`config.mk`:
```
export PLATFORM = sky130hd
export DESIGN_NAME = plq_cell
export DESIGN_NICKNAME = d
export VERILOG_FILES = /design/src/rtl/plq_pkg.sv /design/src/rtl/plq_cell.sv
export SDC_FILE = /design/constraint.sdc
export NUM_CORES = 1
export LEC_CHECK = 0
export BUFFER_PORTS_ARGS = -buffer_cell sky130_fd_sc_hd__buf_4
export CAP_MARGIN = 20
export CORE_MARGIN = 3
export CORE_UTILIZATION = 35
export CTS_BUF_LIST = sky130_fd_sc_hd__clkbuf_4 sky130_fd_sc_hd__clkbuf_8 sky130_fd_sc_hd__clkbuf_16
export DETAILED_ROUTE_END_ITERATION = 6
export HOLD_SLACK_MARGIN = 0.1
export MAX_ROUTING_LAYER = met4
export PLACE_DENSITY = 0.84
export SLEW_MARGIN = 20
export SYNTH_ARGS = -nofsm -noshare
export SYNTH_HDL_FRONTEND = slang
export SYNTH_SLANG_ARGS = --single-unit
```
`constraint.sdc`:
```
create_clock -name clk -period 1.5 [get_ports clk]
set_input_delay 0.225 -clock clk [delete_from_list [all_inputs] [get_ports clk]]
set_output_delay 0.225 -clock clk [all_outputs]
set_load 0.05 [all_outputs]
```
`src/rtl/plq_pkg.sv`:
```
`timescale 1ns / 1ps
// Shared types and constants for the positional list queue.
// No dependencies; every other file refers to this package by scoped names.

package plq_pkg;

    localparam int DEPTH      = 256;
    localparam int CNT_W      = 9;
    localparam int VAL_W      = 32;
    localparam int SCAN_W     = 16;
    localparam int SCAN_IDX_W = $clog2(SCAN_W);

    typedef enum logic [2:0] {
        KIND_APPEND = 3'd0,
        KIND_REMOVE = 3'd1,
        KIND_INSERT = 3'd2,
        KIND_DELETE = 3'd3,
        KIND_SEARCH = 3'd4
    } kind_t;

    typedef enum logic [1:0] {
        ST_OK    = 2'd0,
        ST_FULL  = 2'd1,
        ST_EMPTY = 2'd2,
        ST_RANGE = 2'd3
    } status_t;

    typedef enum logic [1:0] {
        CELL_HOLD,
        CELL_LOAD,
        CELL_FROM_LEFT,
        CELL_FROM_RIGHT
    } cell_cmd_t;

    typedef struct packed {
        logic             hit;
        logic             last;
        logic [CNT_W-1:0] pos;
    } scan_res_t;

endpackage

```
`src/rtl/plq_cell.sv`:
```
`timescale 1ns / 1ps
// One storage cell of the queue chain: holds one entry, loads, or shifts from a neighbor.
// Depends on plq_pkg.

module plq_cell (
    input  logic                              clk,
    input  plq_pkg::cell_cmd_t                cmd,
    input  logic signed [plq_pkg::VAL_W-1:0]  load_value,
    input  logic signed [plq_pkg::VAL_W-1:0]  left_data,
    input  logic signed [plq_pkg::VAL_W-1:0]  right_data,
    input  logic signed [plq_pkg::VAL_W-1:0]  key,
    output logic signed [plq_pkg::VAL_W-1:0]  data,
    output logic                              match
);

    logic signed [plq_pkg::VAL_W-1:0] data_reg;
    logic signed [plq_pkg::VAL_W-1:0] data_next;

    always_comb
    begin
        case (cmd)
            plq_pkg::CELL_LOAD:       data_next = load_value;
            plq_pkg::CELL_FROM_LEFT:  data_next = left_data;
            plq_pkg::CELL_FROM_RIGHT: data_next = right_data;
            default:                  data_next = data_reg;
        endcase
    end

    always_ff @(posedge clk)
    begin
        data_reg <= data_next;
    end

    assign data  = data_reg;
    assign match = (data_reg == key);

endmodule

```
Yosys cells after proc, flatten, opt, wreduce, memory -nomap -nowiden --
Cells that the tools add are included.
Word-level totals: register bits 32, input bits 131, output and inout port bits 33, word-level logic and storage cells 7
Cells by class: eq/ne operators 4, muxes and demuxes 1, reduce and logical (&&, ||, !) cells 1
Operators with widths (number):
- $pmux 32 s3 | 1
- $eq 32x32->1 | 1
- $eq 2x2->1 const B | 2
- $reduce_bool 3->1 | 1
- $eq 2x1->1 const B | 1

Logic depth before layout (Yosys ltp) --
word-level depth 2, gate-level depth with buffers 4, depth with buffers taken out 4

Worst setup path after synthesis --
No wires, ideal clock.
kind register to output, start register data_reg, in the netlist data[31], end output port match, arrival 1881 ps, data required time 1275 ps, path slack -606 ps, stages on the path, launching flop included 5, buffers on the path 0, cell sequence edfxtp_1 > xor2_1 > nor4_1 > nand4_1 > nor2_1
Between the ends: longest elaborated chain between the ends 1
Ends and longest elaborated chain:
- from (decl) | RTL line plq_cell.sv:16 | logic signed [plq_pkg::VAL_W-1:0] data_reg;
- from (signal assigned) | RTL line plq_cell.sv:31 | data_reg <= data_next;
- $eq 32x32->1 | RTL line plq_cell.sv:35 | assign match = (data_reg == key);
- to (decl) | RTL line plq_cell.sv:13 | output logic match
No other way between the ends.

Worst setup path in the final report --
start register data_reg, in the netlist data[19], end output port match
Same word-level chain as after synthesis.

==> flow_metrics.env <==
export IMPL_fmax_mhz=501
export IMPL_hold_slack_ns=0.265
export IMPL_final_nets=498
export IMPL_p_switching_w=0.00104
export IMPL_drc=0
export IMPL_yosys_area_top_type="edfxtp_1"
export IMPL_dpl_cell_area_sq_um=3450
export IMPL_synthFlopType="edfxtp_1"
export IMPL_antenna_cells=0
export IMPL_io_buffers=163
export IMPL_worst_slack_ns=-0.494
export IMPL_drt_iter0_drc=58
export IMPL_final_core_util=0.668
export IMPL_busiest_layer="met2"
export IMPL_grt_pass1_vias=2082
export IMPL_area_delta_synth_final_pct=78.3
export IMPL_synth_top_area_frac=0.484
export IMPL_worstMarginPinSlew_ns=0.411
export IMPL_p_clk_frac=0.207
export IMPL_largest_register_ffs=32
export IMPL_syn_num_nets=314
export IMPL_yosys_warnings=0
export IMPL_h_tree_depth=2
export IMPL_seqPwrFrac=0.393
export IMPL_firstDrtPassIters=4
export IMPL_cp_start_kind="register"
export IMPL_die_x_microns=81.3
export IMPL_pin_count=164
export IMPL_yosysMostFrequentCell="nor2_1"
export IMPL_synth_cells=183
export IMPL_use_met1=0.200
export IMPL_ctsLongestPathBuffers=2
export IMPL_die_h_microns=81.3
export IMPL_relSlewSlack=0.723
export IMPL_holdBufCountCts=0
export IMPL_initial_core_util=0.375
export IMPL_status="complete, but fails checks"
export IMPL_path_clk_slew_ns=0.07
export IMPL_yosysSeqAreaShare=0.484
export IMPL_p_int_w=0.00198
export IMPL_antenna_found_initial=0
export IMPL_finalHoldViolCount=0
export IMPL_path_max_fanout=2
export IMPL_place_congestion=0.727
export IMPL_maxCapViolations=0
export IMPL_totalWireLength_microns=6500
export IMPL_tritoncts="done"
export IMPL_irDropWorstVdd_uv=460
export IMPL_nFillCells=422
export IMPL_ant_nets=0
export IMPL_finalWorstPathRequiredPeriod_ns=1.99
export IMPL_holdCritStartpoint="load_value[0]"
export IMPL_yosys_top_cells_area="edfxtp_1, mux2i_1, xor2_1, a21oi_1, nor2_1"
export IMPL_ys_async_sr_fraction=0
export IMPL_violations="setup timing"
export IMPL_globalRouteMet3Util=0.0654
export IMPL_postCtsSetupBuffers=0
export IMPL_cp_startpoint="data[19]$_DFFE_PP_"
export IMPL_cts_sinks=32
export IMPL_rsz0062_at_grt="yes"
export IMPL_hold_path_cell_count=3
export IMPL_powerDensity_nw_per_um2=853
export IMPL_synthesis_area_sq_um=1990
export IMPL_required_ns=1.27
export IMPL_p_comb_frac=0.400
export IMPL_grt_use_met2=0.360
export IMPL_grt_overflow=0
export IMPL_fin_area_sq_um=3540
export IMPL_grt_pass1_wl_microns=9360
export IMPL_cts_root_buf="clkbuf_8"
export IMPL_synthTopCellsByCount="nor2_1, a21oi_1, edfxtp_1, mux2i_1, xor2_1"
export IMPL_vias=2058
export IMPL_crit_arrival_ns=1.77
export IMPL_drive_gt1_frac=0.538
export IMPL_avgSynthCellArea_sq_um=10.9
export IMPL_min_path_type="input pin to register"
export IMPL_slew_violations=0
export IMPL_via_per_inst=4.70
export IMPL_p_leak_nw=1.72
export IMPL_grt_max_degree=35
export IMPL_path_class="register to output port"
export IMPL_synth_edf_count=32
export IMPL_die_area_sq_um=6620
export IMPL_num_rows=26
export IMPL_cts_buffers_inserted=5
export IMPL_hold_end="data[0]$_DFFE_PP_"
export IMPL_swShare=0.343
export IMPL_grtUsageTotal=0.197
export IMPL_pre_cts_ws_ns=-0.237
export IMPL_setup_viol=1
export IMPL_ys_seq_elements=32
export IMPL_fin_crit_sh=1.33
export IMPL_wl_per_cell_microns=14.8
export IMPL_dp_hpwl_microns=5520
export IMPL_post_synth_num_cell_types=12
export IMPL_coreArea_sq_um=5300
export IMPL_endpoint_kind="output port"
power groups by stage:
stage | Combinational (W) | Clock (W) | Sequential (W)
after floorplan | 0.000262 | 0 | 0.00156
after global placement | 0.00120 | 0 | 0.00120
after detailed placement | 0.00122 | 0 | 0.00121
after CTS | 0.00122 | 0.000647 | 0.00119
after global routing | 0.00128 | 0.000691 | 0.00120
final | 0.00121 | 0.000624 | 0.00119
area by class of cell:
cell class	instances	area, sq um	area share
timing repair buffer	188	1440	0.408
clock buffer	5	68.8	0.0194
clock inverter	3	13.8	0.00389
sequential	32	961	0.271
multi-input combinational	140	967	0.273
tap	70	87.6	0.0247
critical path, stage by stage (launching register included):
cell and delay, ns:
edfxtp_1 0.40, xor2_1 0.16, nor4_1 0.42, nand4_1 0.22
nor2_4 0.13, buf_8 0.15
repair_timing:
action	4_1_cts	5_1_grt
resized for setup	1	2
endpoints found under the setup margin	1	1
pin swaps	1	0
placed cells by master, fill, tap and decap left out:
| cell type | n |
|---|---|
| buf_4 | 185 |
| mux2i_1 | 32 |
| nor2_1 | 32 |
| a21oi_1 | 32 |
| xor2_1 | 32 |
| edfxtp_1 | 32 |
| nor4_1 | 7 |
| clkbuf_8 | 5 |
| nand4_1 | 2 |
| clkinv_2 | 2 |
| buf_12 | 2 |
| nor4_2 | 1 |
| nor2_4 | 1 |
| or2_2 | 1 |
| clkinv_1 | 1 |
| buf_8 | 1 |
stage by stage:
stage | std cells | TNS [ns] | total power, W
after CTS | 438 | -0.527 | 0.00305
after global placement | 430 | -0.202 | 0.00239
after floorplan | 183 | -0.303 | 0.00183
final | 438 | -0.494 | 0.00302
after global routing | 438 | -0.586 | 0.00317
after detailed placement | 430 | -0.237 | 0.00242
how the worst max path moves through the flow:
stage	to	slack, ns	depth (start not counted)
global route	match	-0.59	6
detailed placement	match	-0.24	6
CTS	match	-0.53	6
floorplan	match	-0.30	4
global placement	match	-0.20	5
finish	match	-0.49	5
kinds of logic (layout without fill, tap and decap cells):
group           after synthesis  after routing  share of synthesized area
simple gates                 44             44                     0.0970
buf+inv                      11            196                     0.0365
flops                        32             32                      0.484
xor+xnor                     32             32                      0.141
mux                          32             32                      0.161
compound gates               32             32                     0.0806
metal layers:
| metal | vias up | wire (microns) |
|---|---|---|
| li1 | 1027 | - |
| met1 | 916 | 2240 |
| met2 | 107 | 3470 |
| met3 | 8 | 724 |
| met4 | 0 | 75 |
| met5 | - | 0 |
(Power assumes the default switching activity.)
