### config.mk
export PLATFORM = sky130hd
export DESIGN_NAME = plq_scan
export DESIGN_NICKNAME = d
export VERILOG_FILES = /design/src/rtl/plq_pkg.sv /design/src/rtl/plq_scan.sv
export SDC_FILE = /design/constraint.sdc
export NUM_CORES = 1
export LEC_CHECK = 0
export BUFFER_PORTS_ARGS = -buffer_cell sky130_fd_sc_hd__buf_4
export CAP_MARGIN = 15
export CORE_MARGIN = 4
export CORE_UTILIZATION = 50
export CTS_CLUSTER_SIZE = 16
export DETAILED_ROUTE_END_ITERATION = 10
export GPL_TIMING_DRIVEN = 0
export PLACE_DENSITY = 0.79
export SLEW_MARGIN = 20
export SYNTH_ARGS = -nofsm -noshare
export SYNTH_HDL_FRONTEND = slang
export SYNTH_SLANG_ARGS = --single-unit
### constraint.sdc
create_clock -name clk -period 2.48 [get_ports clk]
set_input_delay 0.248 -clock clk [delete_from_list [all_inputs] [get_ports clk]]
set_output_delay 0.248 -clock clk [all_outputs]
set_load 0.01 [all_outputs]
### src/rtl/plq_pkg.sv
`timescale 1ns / 1ps
// Shared types and constants for the positional list queue.
// No dependencies; every other file refers to this package by scoped names.

package plq_pkg;

    localparam int DEPTH      = 256;
    localparam int CNT_W      = 9;
    localparam int VAL_W      = 32;
    localparam int SCAN_W     = 16;
    localparam int SCAN_IDX_W = $clog2(SCAN_W);

    typedef enum logic [2:0] {
        KIND_APPEND = 3'd0,
        KIND_REMOVE = 3'd1,
        KIND_INSERT = 3'd2,
        KIND_DELETE = 3'd3,
        KIND_SEARCH = 3'd4
    } kind_t;

    typedef enum logic [1:0] {
        ST_OK    = 2'd0,
        ST_FULL  = 2'd1,
        ST_EMPTY = 2'd2,
        ST_RANGE = 2'd3
    } status_t;

    typedef enum logic [1:0] {
        CELL_HOLD,
        CELL_LOAD,
        CELL_FROM_LEFT,
        CELL_FROM_RIGHT
    } cell_cmd_t;

    typedef struct packed {
        logic             hit;
        logic             last;
        logic [CNT_W-1:0] pos;
    } scan_res_t;

endpackage

### src/rtl/plq_scan.sv
`timescale 1ns / 1ps
// Search scanner: holds the match flags of all cells and walks them one chunk per cycle while step is high.
// Depends on plq_pkg.

module plq_scan (
    input  logic                              clk,
    input  logic                              rst_n,
    input  logic                              load,
    input  logic                              step,
    input  logic [plq_pkg::DEPTH-1:0]         flags_in,
    input  logic [plq_pkg::CNT_W-1:0]         fill,
    output plq_pkg::scan_res_t                res
);

    localparam int DEPTH      = plq_pkg::DEPTH;
    localparam int CNT_W      = plq_pkg::CNT_W;
    localparam int SCAN_W     = plq_pkg::SCAN_W;
    localparam int SCAN_IDX_W = plq_pkg::SCAN_IDX_W;
    localparam logic [CNT_W:0] STEP_C = (CNT_W + 1)'(SCAN_W);

    logic [DEPTH-1:0]      flags_reg;
    logic [DEPTH-1:0]      flags_next;
    logic [CNT_W-1:0]      base_reg;
    logic [CNT_W-1:0]      base_next;
    logic [SCAN_W-1:0]     chunk;
    logic [SCAN_IDX_W-1:0] pe;
    logic [CNT_W:0]        pos_sum;

    assign chunk = flags_reg[SCAN_W-1:0];

    always_comb
    begin
        pe = '0;
        for (int k = SCAN_W - 1; k >= 0; k--)
        begin
            if (chunk[k])
            begin
                pe = SCAN_IDX_W'(k);
            end
        end
    end

    assign pos_sum  = {1'b0, base_reg} + (CNT_W + 1)'(pe) + (CNT_W + 1)'(1);
    assign res.hit  = |chunk;
    assign res.last = (({1'b0, base_reg} + STEP_C) >= {1'b0, fill});
    assign res.pos  = pos_sum[CNT_W-1:0];

    always_comb
    begin
        flags_next = flags_reg;
        base_next  = base_reg;
        if (load)
        begin
            flags_next = flags_in;
            base_next  = '0;
        end
        else if (step)
        begin
            flags_next = {{SCAN_W{1'b0}}, flags_reg[DEPTH-1:SCAN_W]};
            base_next  = base_reg + CNT_W'(SCAN_W);
        end
    end

    always_ff @(posedge clk or negedge rst_n)
    begin
        if (!rst_n)
        begin
            flags_reg <= '0;
            base_reg  <= '0;
        end
        else
        begin
            flags_reg <= flags_next;
            base_reg  <= base_next;
        end
    end

endmodule

# Word-level counts from Yosys, hierarchy flattened
# Cells that the tools add are included.
# word_totals
regBits	265
inputBits	269
out_inout_bits	11
# op_classes
n_addsub	4
order_cmp	1
mux	20
n_reduce_logical	2
# ops
operator	n
256-bit 2-to-1 mux	2
4-bit 2-to-1 mux	16
9-bit 2-to-1 mux	2
16-bit OR reduction	1
9-bit by 5-bit adder with 10-bit output (second input constant)	1
10-bit by 9-bit >= comparator with 1-bit output	1
9-bit by 1-bit adder with 9-bit output (second input constant)	1
9-bit by 4-bit adder with 9-bit output	1
9-bit by 5-bit adder with 9-bit output (second input constant)	1
2-bit nonzero test	1

# Longest topological paths before layout
# Gate-level depths: netlist of the first run.
# depth
ltp_word	18
ltp_mapped	9
mapped_depth_nobuf	9

# Worst setup path before layout of the first run
# Ideal clock, no wire load.
# synth_path
kind	reg2out
startpoint	register flags_reg[5]
endpoint	output res[8] in the netlist's numbering
arrival_ns	2.044
slack_ns	0.188
stages_incl_launch_ff	8
n_path_buf	0
path_cell_list	dfrtp_1 > or4_4 > a2111oi_4 > or2_2 > ha_1 > nand2_1 > nor2_1 > xor2_1
# synth_lines
item	line_no	source
from (decl)	plq_scan.sv:21	logic [DEPTH-1:0] flags_reg;
from (signal assigned)	plq_scan.sv:73	flags_reg <= flags_next;
to (decl)	plq_scan.sv:12	output plq_pkg::scan_res_t res

==> results of run 1 <==
## stage by stage
| stage | total power (W) | hold WS, ns | worst slack, ns |
|---|---|---|---|
| global placement | 0.00652 | 0.456 | -0.933 |
| global route | 0.0118 | 0.0155 | -0.460 |
| floorplan | 0.00577 | -0.0476 | 0.188 |
| CTS | 0.0112 | 0.00124 | -0.318 |
| detailed placement | 0.00659 | 0.284 | -0.0426 |
| finish | 0.0114 | 0.00993 | -0.344 |
## cells in the final DEF (no fill, tap or decap), types with 16 or more instances in the layout
master         instances
o21ai_0              258
buf_2                 16
clkbuf_1              64
clkbuf_16             28
buf_4                283
nand2_1              260
dlygate4sd3_1        255
nand2b_1              20
mux2i_1              241
dfrtp_1              259
## cell families (layout without fill, tap and decap cells)
| group | after synthesis | in the layout | synth area share (%) |
|---|---|---|---|
| adder cells (fa/ha/maj) | 7 | 7 | 0.717 |
| multiplexers | 241 | 241 | 19.8 |
| AO/OA/AOI/OAI | 273 | 273 | 11.6 |
| flip-flops | 261 | 261 | 53.5 |
| AND/OR/NAND/NOR | 312 | 312 | 10.4 |
| buffers and inverters | 97 | 693 | 3.15 |
| XOR/XNOR | 13 | 13 | 0.933 |
| other | 0 | 9 | 0 |
## critical path: cells and delay by family (launching register included)
family,cells,cell delay [ns]
xor gates and xnor gates,1,0.14
AOI/OAI and AO/OA,2,0.38
DFF,1,0.40
adders and majority gates,1,0.18
buffers and inverters,3,0.34
and+or+nand+nor,4,0.62
## worst min-delay path by stage
stage	slack [ns]	end	start	depth (start not counted)
3_3_place_gp	0.46	flags_reg[243]$_DFFE_PN0N_	flags_in[243]	3
4_1_cts	0.001	flags_reg[87]$_DFFE_PN0N_	flags_in[87]	3
5_1_grt	0.02	flags_reg[87]$_DFFE_PN0N_	flags_in[87]	3
6_report	0.01	flags_reg[32]$_DFFE_PN0N_	flags_in[32]	3
3_5_place_dp	0.28	flags_reg[77]$_DFFE_PN0N_	rst_n	1
2_1_floorplan	-0.05	base_reg[4]$_DFFE_PN0N_	rst_n	0
## timing repair
| action | 4_1_cts | 5_1_grt |
|---|---|---|
| hold buffers | 255 | 0 |
| hold endpoints to repair | 335 | 0 |
| pin swaps | 4 | 7 |
| resized for setup | 22 | 12 |
| setup buffers | 13 | 2 |
| setup endpoints to repair | 9 | 10 |
## cell type report
cell class	count	area, um^2
flip-flops and latches	261	6530
multi-input cells	846	5400
fillers	1364	5240
repair buffers	549	4840
clock buffers	41	840
well taps	319	399
plain buffers	86	343
clock inverters	8	113
inverters	9	33.8
diodes	9	22.5
## layer usage
metal / share of wire [%] / track usage, %
met1: 36 / 39.2
met2: 50 / 57.6
met3: 7.5 / 6.27
met4: 5.9 / 18.1
met5: 0 / 0
## power by group
part | internal (W) | switching, W
combinational | 0.00109 | 0.000962
clock | 0.00255 | 0.00172
sequential | 0.00469 | 0.000349
## synth_stat cells, types with 5 or more instances
library cell	count	area, um^2
dfrtp_1	261	6530
nand2_1	261	980
o21ai_0	260	1300
mux2i_1	241	2410
clkbuf_1	62	233
nand2b_1	20	125
buf_2	16	80.1
nor2_1	14	52.6
buf_1	10	37.5
inv_1	9	33.8
ha_1	7	87.6
xor2_1	7	61.3
xnor2_1	6	52.6
nor4_1	5	31.3
==> metrics.md, run 1 <==
| Metric | Value |
|---|---|
| Area delta synth->final | 51.7% |
| First-pass GRT wire length | 69.9 mm |
| Cell variety after synth | 31 |
| Max-cap check violation count | 0 |
| Total gr overflow | 0 |
| CTS root buffer | clkbuf_16 |
| Synth Cell Area | 0.0122 mm^2 |
| Max reg flops | 256 |
| Seq/Total Area, Yosys | 53.5% |
| Max Slew Vio Count | 0 |
| Commonest register cell after synthesis | dfrtp_1 |
| Crit path cell chain | buf_6, or3b_4, a311oi_2, a31oi_2, nand2b_1, inv_2, ha_4, nand2_4, nor2_2, xor2_1, buf_4 |
| Layout cells sized above 1 | 21.0% |
| CP Launch Type | flop |
| Mapped Nets | 1480 |
| Slowest cell on crit path | dfrtp_1 |
| Clk buf depth | 3 |
| Starting density of the core | 51.4% |
| Vias in the first global route | 13000 |
| Seq cells post-synth | 261 |
| PD cells | 614 mW/mm^2 |
| Failing checks | negative setup slack |
| # H-tree levels | 1 |
| Worst setup EP type | output pin |
| Initial antenna violation count | 8 |
| Worst Hold Class | in2reg |
| Clock skew | 0.0213 ns |
| DRC errors left | 0 |
| R2r endpoint | base_reg[7]$_DFFE_PN0N_ |
| First-iteration detailed-routing DRC count | 1348 |
| Fmax | 354 MHz |
| WP data required | 2.23 ns |
| Synth Instances | 1204 |
| Post-synth EDFFs | 0 |
| Max-slew headroom | 43.8% |
| DP Cell Count | 1802 |
| Final setup margin | -0.344 ns |
| # setup viols final | 9 |
| Ports | 280 |
| Slowest stage delay, CP | 0.40 ns |
| Avg WL per Cell | 21.3 um |
| Crit path time final | 2.82 ns |
| Final ANT Viol Nets | 0 |
| Status | finished, violations left |
| Port bufs | 277 |
| Final HPWL DP | 26.5 mm |
| CTS buffer count | 28 |
| Avg Synthesized Cell Area | 10.1 um^2 |
| Final worst-path cycle share | 114% |
| Crit path to | res[8] |
| Setup TNS | -2.43 ns |
| Vias/cell | 5.67 |
| RSZ-0062 raised after global routing | true |
| Synth warn | 0 |
| Routability Congestion | 0.890 |
| Asr flop ratio synth | 100% |
| Routed wire length | 45.2 mm |
| WP data arrival | 2.58 ns |
| Routed via count | 12100 |
| Final number of hold-violating endpoints | 0 |
| Design area | 0.0185 mm^2 |
| Crit path from | flags_reg[5]$_DFFE_PN0N_ |
| Clock Sinks | 261 |
| Worst vdd rail ir drop | 0.441 mV |
| Worst Path Max Fanout | 3 |
| Die width | 164 um |
| Final Core Density | 78.0% |
| Final #Nets | 2057 |
| Pin count of the biggest net entering global routing | 99 |
| Worst-Skew Late Latency | 0.54 ns |
| Placed Area | 0.0147 mm^2 |
| Global Route Usage Sum | 33.3% |
| Reg2reg start | base_reg[4]$_DFFE_PN0N_ |
| Row count | 56 |
| Reg2Reg Setup Slack | 1.18 ns |
| R2R cell count | 5 |
| Die area | 0.0270 mm^2 |
| CTS tree | yes |
| DR pass1 iterations | 6 |
| Clock Pin Slew Worst Setup and Hold Paths | 0.06 ns |
| Core footprint | 0.0238 mm^2 |
| Worst slew pin tran | 0.842 ns |
| CP Class | reg2out |
| Finished Layout Cells | 2128 |
| Leakage | 8.93 nW |
| Die height | 164 um |
(Power assumes the default switching activity.)
==> run 2, diff against run 1 <==
--- a/config.mk
+++ b/config.mk
@@ -7,12 +7,14 @@
 export LEC_CHECK = 0
 export BUFFER_PORTS_ARGS = -buffer_cell sky130_fd_sc_hd__buf_4
 export CAP_MARGIN = 15
+export CELL_PAD_IN_SITES_DETAIL_PLACEMENT = 1
+export CELL_PAD_IN_SITES_GLOBAL_PLACEMENT = 1
 export CORE_MARGIN = 4
-export CORE_UTILIZATION = 50
+export CORE_UTILIZATION = 42
 export CTS_CLUSTER_SIZE = 16
 export DETAILED_ROUTE_END_ITERATION = 10
 export GPL_TIMING_DRIVEN = 0
-export PLACE_DENSITY = 0.79
+export PLACE_DENSITY = 0.85
 export SLEW_MARGIN = 20
 export SYNTH_ARGS = -nofsm -noshare
 export SYNTH_HDL_FRONTEND = slang
==> metrics.md, run 2 (synthesis results as in run 1) <==
| Metric | Value |
|---|---|
| # setup viols final | 8 (-1) |
| Register area | 0.00654 mm^2 (about the same) |
| CTS root buffer | clkbuf_16 |
| Crit path time final | 2.87 ns (+0.0448 ns) |
| First-iteration detailed-routing DRC count | 894 (-34%) |
| First-pass GRT wire length | 86.4 mm (+24%) |
| Failing checks | negative setup slack |
| Layout cells sized above 1 | 20.7% (-0.33 points) |
| Initial antenna violation count | 12 (+4) |
| Final HPWL DP | 30.9 mm (+17%) |
| Worst vdd rail ir drop | 0.537 mV (+22%) |
| Commonest non-fill, non-tap cells in the layout | buf_4, nand2_1, o21ai_0, dfrtp_1, dlygate4sd3_1 |
| Final Core Density | 64.3% (-14 points) |
| Routability Congestion | 0.877 (-1.5%) |
| Max reg flops | 256 (unchanged) |
| CP Launch Type | flop |
| Ports | 280 (unchanged) |
| Reg2Reg Setup Slack | 1.17 ns (about the same) |
| Worst Hold Class | in2reg |
| Design area | 0.0185 mm^2 (-0.28%) |
| Avg WL per Cell | 26.1 um (+23%) |
| Hold Crit Depth | 3 (unchanged) |
| Placed Area | 0.0148 mm^2 (+0.55%) |
| Core footprint | 0.0287 mm^2 (+21%) |
| Hold Crit Start | flags_in[53] |
| Port bufs | 277 (unchanged) |
| Pin count of the biggest net entering global routing | 92 (-7.1%) |
| Area delta synth->final | 51.3% |
| Final #Nets | 2047 (-0.49%) |
| Clock skew | 0.0134 ns (-0.00790 ns) |
| Vias/cell | 5.64 (-0.55%) |
| Final number of hold-violating endpoints | 0 (unchanged) |
| Reg2reg start | base_reg[6]$_DFFE_PN0N_ |
| Final ANT Viol Nets | 0 (unchanged) |
| Final worst-path cycle share | 116% (+1.8 points) |
| Starting density of the core | 42.5% (-8.9 points) |
| WP data arrival | 2.62 ns (+0.04 ns) |
| # fillers | 3087 (+130%) |
| Routed wire length | 57.1 mm (+26%) |
| CP Class | reg2out |
| Max Slew Vio Count | 0 (unchanged) |
| Overall Power | 0.0115 W (+0.78%) |
| Status | finished, violations left |
| WP data required | 2.23 ns (about the same) |
| R2R cell count | 4 (-1) |
| Die height | 178 um (+8.7%) |
| Max-cap check violation count | 0 (unchanged) |
| Fmax | 349 MHz (-1.6%) |
| Leakage | 8.84 nW (-1.0%) |
| Multi-input logic area | 0.00541 mm^2 (+0.16%) |
| Final setup margin | -0.389 ns (-0.0448 ns) |
| Total gr overflow | 0 (unchanged) |
| Vias in the first global route | 14500 (+11%) |
| DR pass1 iterations | 5 (-1) |
| Worst setup EP type | output pin |
| CTS buffer count | 28 (unchanged) |
| DRC errors left | 0 (unchanged) |
| Worst slew pin tran | 0.870 ns (+0.0280 ns) |
| Global Route Usage Sum | 35.7% (+2.4 points) |
| Commonest non-fill, non-tap cell in the layout | buf_4 |
| Routed via count | 12300 (+2.2%) |
| Die area | 0.0319 mm^2 (+18%) |
| Max-slew headroom | 42.0% (-1.9 points) |
| R2r endpoint | base_reg[7]$_DFFE_PN0N_ |
| Die width | 178 um (+8.7%) |
| Worst Path Max Fanout | 3 (unchanged) |
| Clk buf depth | 3 (unchanged) |
| RSZ-0062 raised after global routing | true |
| PD cells | 620 mW/mm^2 (+1.1%) |
| Clock Pin Slew Worst Setup and Hold Paths | 0.06 ns (about the same) |
| Worst-Skew Late Latency | 0.54 ns (about the same) |
| Hold endpoint | flags_reg[53]$_DFFE_PN0N_ |
| # H-tree levels | 1 (unchanged) |
| Clock Sinks | 261 (unchanged) |
| CTS tree | yes |
| Row count | 62 (+11%) |
-- run 2: per-layer routing --
layer	wire, um	up-vias	global-route usage [%]
li1	-	5291	-
met1	20700	6254	39.8
met4	3370	0	19.5
met2	30300	559	65.6
met3	2740	227	4.87
met5	0	-	0
-- run 2: final cells by class --
cell class / count / share of cell area (%)
sequential: 261 / 35.4
multi-input combinational: 846 / 29.3
timing repair buffer: 539 / 25.7
clock buffer: 45 / 4.74
tap: 384 / 2.60
buffer: 86 / 1.86
inverter: 9 / 0.183
antenna: 13 / 0.176
clock inverter: 4 / 0.122
-- run 2: power breakdown --
| group | internal (W) | switching [W] | leakage (nW) |
|---|---|---|---|
| Combinational | 0.00107 | 0.00108 | 5.21 |
| Sequential | 0.00469 | 0.000396 | 3.19 |
| Clock | 0.00240 | 0.00182 | 0.442 |
| Total | 0.00815 | 0.00330 | 8.84 |
-- run 2: timing repair --
action / in CTS / in global routing
setup buffers: 12 / 1
pin swaps: 5 / 7
endpoints found under the hold margin: 332 / 0
setup endpoints to repair: 9 / 10
resized for setup: 22 / 12
hold buffers: 251 / 0
-- run 2: through the flow --
step	hold slack, ns	TNS [ns]	instances	setup WS, ns
floorplan	-0.0476	0	1204	0.188
global placement	0.458	-249.67	1865	-0.979
detailed placement	0.302	-0.121	1867	-0.121
CTS	0.00449	-2.48	2177	-0.353
global route	0.0102	-3.04	2187	-0.485
finish	0.0176	-2.26	2187	-0.389
-- run 2: worst max-delay path: stages, from the launching register on --
cell and delay (ns):
dfrtp_2 0.42, buf_6 0.12, or3b_4 0.36, a311oi_2 0.28, a31oi_2 0.07, nand2b_1 0.16, inv_2 0.07, ha_4 0.18
nand2_4 0.09, nor2_4 0.04, xor2_1 0.14, buf_4 0.15
-- run 2: worst max-delay path by stage --
| stage | depth (start not counted) | to | startpoint |
|---|---|---|---|
| finish | 11 | res[8] | flags_reg[5]$_DFFE_PN0N_ |
| global route | 8 | res[8] | flags_reg[5]$_DFFE_PN0N_ |
| CTS | 11 | res[8] | flags_reg[5]$_DFFE_PN0N_ |
| detailed placement | 8 | res[8] | flags_reg[5]$_DFFE_PN0N_ |
| global placement | 1 | flags_reg[244]$_DFFE_PN0N_ | rst_n |
| floorplan | 7 | res[8] | flags_reg[5]$_DFFE_PN0N_ |
